<file path="src/design/sphere_capsule_contact_assert.svh">
// Assertion macros shared by the sphere against capsule contact block.
`ifndef SPHERE_CAPSULE_CONTACT_ASSERT_SVH
`define SPHERE_CAPSULE_CONTACT_ASSERT_SVH

// Same-cycle implication, checked outside reset.
`define SCC_CHK_IMP(lbl, ante, cons) \
  lbl: assert property (@(posedge clk) disable iff (!rst_n) (ante) |-> (cons)) \
    else $error("scc: same-cycle check failed");

// Next-cycle implication, checked outside reset.
`define SCC_CHK_NXT(lbl, ante, cons) \
  lbl: assert property (@(posedge clk) disable iff (!rst_n) (ante) |=> (cons)) \
    else $error("scc: next-cycle check failed");

`endif

</file>
<file path="src/design/scc_pkg.sv">
// Types, constants and helper functions of the sphere against capsule contact block.
`default_nettype none

package scc_pkg;

  // Configuration register map, one 32-bit word per register.
  localparam int unsigned ADDR_W = 5;
  localparam logic [2:0] REG_CEN_X  = 3'd0;
  localparam logic [2:0] REG_CEN_Y  = 3'd1;
  localparam logic [2:0] REG_CEN_Z  = 3'd2;
  localparam logic [2:0] REG_AXIS_X = 3'd3;
  localparam logic [2:0] REG_AXIS_Y = 3'd4;
  localparam logic [2:0] REG_AXIS_Z = 3'd5;
  localparam logic [2:0] REG_RADIUS = 3'd6;
  localparam logic [2:0] REG_HEIGHT = 3'd7;

  // Reset values of the capsule registers.
  localparam logic signed [15:0] AXIS_Z_RST = 16'sd16384;
  localparam logic [30:0]        RADIUS_RST = 31'd65536;
  localparam logic [30:0]        HEIGHT_RST = 31'd131072;

  // Pi in Q2.30.
  localparam logic [31:0] PI_Q30 = 32'd3373259426;

  // Square root unit: 32 result bits, four per stage.
  localparam int SQRT_STAGES = 8;
  localparam int SQRT_STEPS  = 4;

  // Divider unit: 31-bit overlap quotient and 15-bit direction quotients.
  localparam int DIV_STAGES = 8;
  localparam int QDIV_STEPS = 4;
  localparam int DDIV_STEPS = 2;
  localparam int Q_BITS     = 31;
  localparam int D_BITS     = 15;

  // One input item.
  typedef struct packed {
    logic signed [31:0] sphere_x;
    logic signed [31:0] sphere_y;
    logic signed [31:0] sphere_z;
    logic [30:0]        sphere_radius;
    logic               was_active;
  } scc_in_t;

  // One result item.
  typedef struct packed {
    logic signed [31:0] depth;
    logic [31:0]        area;
    logic signed [31:0] gap_x;
    logic signed [31:0] gap_y;
    logic signed [31:0] gap_z;
    logic signed [15:0] dir_x;
    logic signed [15:0] dir_y;
    logic signed [15:0] dir_z;
    logic signed [31:0] hit_x;
    logic signed [31:0] hit_y;
    logic signed [31:0] hit_z;
    logic               unbalance;
  } scc_out_t;

  // Data that rides along the square root pipeline.
  typedef struct packed {
    logic [2:0][31:0] s;
    logic [30:0]      rs;
    logic             was;
    logic [2:0][31:0] g;
  } sq_side_t;

  // Data that rides along the divider pipeline.
  typedef struct packed {
    logic [2:0][31:0]   s;
    logic [30:0]        rs;
    logic               was;
    logic [2:0][31:0]   g;
    logic signed [33:0] depth;
    logic               contact;
    logic               lenz;
  } dv_side_t;

  // Saturate a signed value to 32 bits.
  function automatic logic signed [31:0] sat32(input logic signed [63:0] v);
    logic signed [31:0] res;
    if (v > 64'sd2147483647) begin
      res = 32'sh7FFFFFFF;
    end else if (v < -64'sd2147483648) begin
      res = 32'sh80000000;
    end else begin
      res = v[31:0];
    end
    return res;
  endfunction

endpackage

`default_nettype wire

</file>
<file path="src/design/scc_sqrt.sv">
// Pipelined floor square root of a 64-bit value, four result bits per stage.
`default_nettype none

module scc_sqrt import scc_pkg::*; (
  input  logic        clk,
  input  logic        rst_n,
  input  logic        en,
  input  logic        in_vld,
  input  logic [63:0] in_x,
  input  sq_side_t    in_side,
  output logic        out_vld,
  output logic [31:0] out_root,
  output sq_side_t    out_side
);

  logic [SQRT_STAGES-1:0] vld_r;
  logic [35:0]            rem_r   [SQRT_STAGES];
  logic [31:0]            root_r  [SQRT_STAGES];
  logic [63:0]            x_r     [SQRT_STAGES];
  sq_side_t               side_r  [SQRT_STAGES];
  logic [35:0]            rem_src [SQRT_STAGES];
  logic [31:0]            root_src[SQRT_STAGES];
  logic [63:0]            x_src   [SQRT_STAGES];
  sq_side_t               side_src[SQRT_STAGES];
  logic [35:0]            rem_nxt [SQRT_STAGES];
  logic [31:0]            root_nxt[SQRT_STAGES];

  // Each stage starts from the previous stage's registers.
  always_comb begin
    rem_src[0]  = '0;
    root_src[0] = '0;
    x_src[0]    = in_x;
    side_src[0] = in_side;
    for (int j = 1; j < SQRT_STAGES; j++) begin
      rem_src[j]  = rem_r[j-1];
      root_src[j] = root_r[j-1];
      x_src[j]    = x_r[j-1];
      side_src[j] = side_r[j-1];
    end
  end

  // Digit-by-digit root: bring down two radicand bits, try root*4+1.
  always_comb begin
    logic [35:0] rem;
    logic [31:0] root;
    logic [35:0] trial;
    for (int j = 0; j < SQRT_STAGES; j++) begin
      rem  = rem_src[j];
      root = root_src[j];
      for (int t = 0; t < SQRT_STEPS; t++) begin
        rem   = {rem[33:0], x_src[j][63 - 2*(SQRT_STEPS*j + t) -: 2]};
        trial = {2'b00, root, 2'b01};
        if (rem >= trial) begin
          rem  = rem - trial;
          root = {root[30:0], 1'b1};
        end else begin
          root = {root[30:0], 1'b0};
        end
      end
      rem_nxt[j]  = rem;
      root_nxt[j] = root;
    end
  end

  // Stage registers advance together.
  always_ff @(posedge clk) begin
    if (!rst_n) begin
      vld_r <= '0;
    end else if (en) begin
      vld_r <= {vld_r[SQRT_STAGES-2:0], in_vld};
    end
    if (en) begin
      for (int j = 0; j < SQRT_STAGES; j++) begin
        rem_r[j]  <= rem_nxt[j];
        root_r[j] <= root_nxt[j];
        x_r[j]    <= x_src[j];
        side_r[j] <= side_src[j];
      end
    end
  end

  assign out_vld  = vld_r[SQRT_STAGES-1];
  assign out_root = root_r[SQRT_STAGES-1];
  assign out_side = side_r[SQRT_STAGES-1];

endmodule

`default_nettype wire

</file>
<file path="config.mk">
export PLATFORM = sky130hd
export DESIGN_NAME = scc_sqrt
export DESIGN_NICKNAME = d
export VERILOG_FILES = /design/src/design/sphere_capsule_contact_assert.svh /design/src/design/scc_pkg.sv /design/src/design/scc_sqrt.sv
export SDC_FILE = /design/constraint.sdc
export NUM_CORES = 2
export LEC_CHECK = 0
export BUFFER_PORTS_ARGS = -buffer_cell sky130_fd_sc_hd__buf_2
export CORE_MARGIN = 2
export CORE_UTILIZATION = 50
export DETAILED_ROUTE_END_ITERATION = 16
export PLACE_DENSITY = 0.7
export SKIP_CTS_REPAIR_TIMING = 1
export SLEW_MARGIN = 25
export SYNTH_ARGS = -nofsm -noshare
export SYNTH_HDL_FRONTEND = slang
export SYNTH_SLANG_ARGS = --single-unit
</file>
<file path="constraint.sdc">
create_clock -name clk -period 11.8 [get_ports clk]
set_input_delay 0.59 -clock clk [delete_from_list [all_inputs] [get_ports clk]]
set_output_delay 0.59 -clock clk [all_outputs]
set_load 0.005 [all_outputs]
</file>
==> summary.txt <==
Status
  • Status: completed

Synthesis
  • Async set-reset flop share out of synthesis: 0%
  • #FFs+latches synth: around 2.4k
  • Avg Synthesized Cell Area: ~12 µm²
  • Dominant cells by area after synthesis: edfxtp_1, ha_1, xnor2_1
  • Register area share after synthesis: ~60%
  • Distinct cells, synth: roughly 130
  • Synth Flop Type: edfxtp_1
  • Largest area contributor in the netlist: edfxtp_1
  • Post-synth EDFFs: between 2k and 2.5k
  • Synth Instances: 9,854
  • Yosys top cell area share: between 50% and 60%
  • Yosys warns: 0
  • Syn Std Cell Area: between 0.1 and 0.15 mm²

Placed design
  • HPWL Detailed: 244 mm
  • PortBufs: 548
  • Gpl congestion: roughly 0.99

Clock network
  • CTS clk-pin slew, worst paths: about 0.070 ns
  • Root buf cell: clkbuf_16
  • Cts bufs inserted: about 240
  • CTS Sinks: between 2k and 2.5k
  • H-tree depth: 4
  • CTS Buffer Depth: 3
  • Clock latency at the later pin of the worst-skew pair: slightly above 0.9 ns
  • CTS tree: built

Setup path
  • Critical path's largest stage delay: about 0.58 ns
  • Most used cell, CP: buf_4
  • Crit Path Class: register to register
  • Startpoint Class: register
  • Crit path DAT: about 12 ns
  • Worst setup EP type: register
  • Largest delay share family, worst path: simple AND/OR/NAND/NOR gates
  • Slowest library cell on the worst path: or4_4
  • Bufs and invs on worst path: 10
  • Worst EP required: between 10 and 15 ns
  • Max Fanout on Critical Path: 20

STA
  • Slew HR: a little under a third
  • Final setup fails: 0
  • Tcrit/Tclk final: between 90% and 100%
  • Fmax: approximately 87 MHz
  • Total negative slack: 0 ns
  • Final Hold Vio Count: 0
  • Tmin final: around 12 ns
  • Clock Skew: approximately 0.1 ns
  • Fin. max-slew vios: 0
  • Worst Tran Pin Value: a little over 1 ns

Floorplanning
  • I/O pins: between 500 and 600
  • Initial core utilization: 50.3%
  • # rows: 180
  • Die Ht: about 500 µm
  • Core area: around 0.24 mm²
  • Die footprint: 0.246 mm²
  • Die width: 496 µm

Global routing
  • Gr ovfl total: 0
  • GRT Total Usage: 25.3%
  • Global-route wire length before repair: between 400 and 500 mm
  • Number of global-route vias before repair: 79.3k
  • Largest net degree at the start of global routing: between 150 and 200
  • Initial antenna violation count: 31

Finish
  • # nets final: 12.3k
  • Area Growth Syn to Fin: 19.2%
  • Multi-input gate area: around 0.045 mm²
  • Most frequent cells in the layout: edfxtp_1, buf_4, a21oi_1
  • Fraction of layout instances using a drive strength above 1: just under 20%
  • Commonest non-fill, non-tap cell in the layout: edfxtp_1
  • Final Util: 59.9%
  • Reg area: between 0.07 and 0.08 mm²
  • # fillers: approximately 19k

Drt
  • Vias: 85.3k
  • 1st-iter DRT viols: ~8.3k
  • DRC Markers: 0
  • Routed WL: 327 mm
  • Routed len/inst: roughly 22 µm
  • Antenna Nets Post-Route: 0
  • Post-DR vias/cell: 5.75
  • Router iterations before antenna repair: 6

Flow run
  • Maxcap violations: 0

Power
  • Peak supply drop: approximately 0.29 mV
  • Power Density: 292 mW/mm²
  • Leakage Power: about 56 nW

Worst hold path
  • Min-Delay Path Class: input port to register
power breakdown:
group | internal (mW) | leakage [nW] | switching [mW] | total, mW
clock network | 4.34 | 3.88 | 3.34 | 7.68
logic | 9.88 | 28.8 | 13.2 | 23.0
registers | 10.7 | 23.4 | 0.555 | 11.3
total | 25.0 | 56.1 | 17.1 | 42.0
cells by family after synthesis:
family | after synthesis | synth area share (%)
compound gates | 2347 | 12.5
xor+xnor | 749 | 5.43
fa+ha+maj | 560 | 5.80
buf+inv | 843 | 3.40
flops | 2406 | 59.7
mux | 122 | 1.12
other cells | 1 | 0.00310
simple gates | 2826 | 12.0
state kept, by name, summed over array words and instances (netlist names):
| signal | count |
|---|---|
| rem_r | 238 |
| side_r | 1792 |
| x_r | 224 |
| root_r | 144 |
| vld_r | 8 |
layout make-up:
class                   instances  area share, %
flip-flops and latches       2406           50.1
multi-input cells            6607           31.4
repair buffers               1790           9.13
clock buffers                 280           4.24
well taps                    3185           2.77
clock inverters               165           1.37
inverters                     380          0.998
diodes                         15         0.0261
final timing paths:
path	from	to	slack, ns	depth (start not counted)
worst max register to register	root_r[1][32]	rem_r[6][33]	0.29	49
worst min register to register	x_r[0][28]	x_r[1][28]	0.35	0
worst min-delay path	in_x[1]	x_r[0][1]	0.09	1
worst max-delay path	root_r[1][32]	rem_r[6][33]	0.29	49
cells in the mapped netlist, drive strengths merged (60+ instances only):
cell type	n
nand2b	96
and2	66
buf	304
or3	87
ha	560
nand4	148
nor3	210
o21bai	90
a21o	273
nand3	204
a21oi	763
or2	63
a211oi	61
mux2	85
edfxtp	2398
and3	92
o21ai	477
nor2b	95
nor4	104
o21a	60
o31ai	68
nor2	693
nand2	714
inv	378
xor2	267
clkbuf	159
a31oi	97
xnor2	482
routing by layer:
layer | wire length [µm] | vias to the layer above | global-route usage [%] | part of all wire, %
met2 | 147000 | 3076 | 38.6 | 45
li1 | - | 40300 | - | -
met3 | 23100 | 452 | 4.45 | 7.1
met1 | 149000 | 41400 | 37.3 | 46
met5 | 63 | - | 0 | 0.019
met4 | 7720 | 10 | 6.72 | 2.4
metrics by stage:
step	hold slack [ns]	power, mW	std cells	setup slack (ns)	cell area, µm²
floorplan	0.400	25.6	9856	-0.0237	121000
global placement	0.400	33.2	14000	-0.295	132000
global route	0.00418	44.6	14800	-0.139	144000
CTS	-0.248	41.3	14500	-0.484	140000
detailed placement	0.405	33.5	14000	-0.314	132000
finish	0.0940	42.0	14800	0.290	144000
No activity file was read; power rests on OpenSTA's default activity.
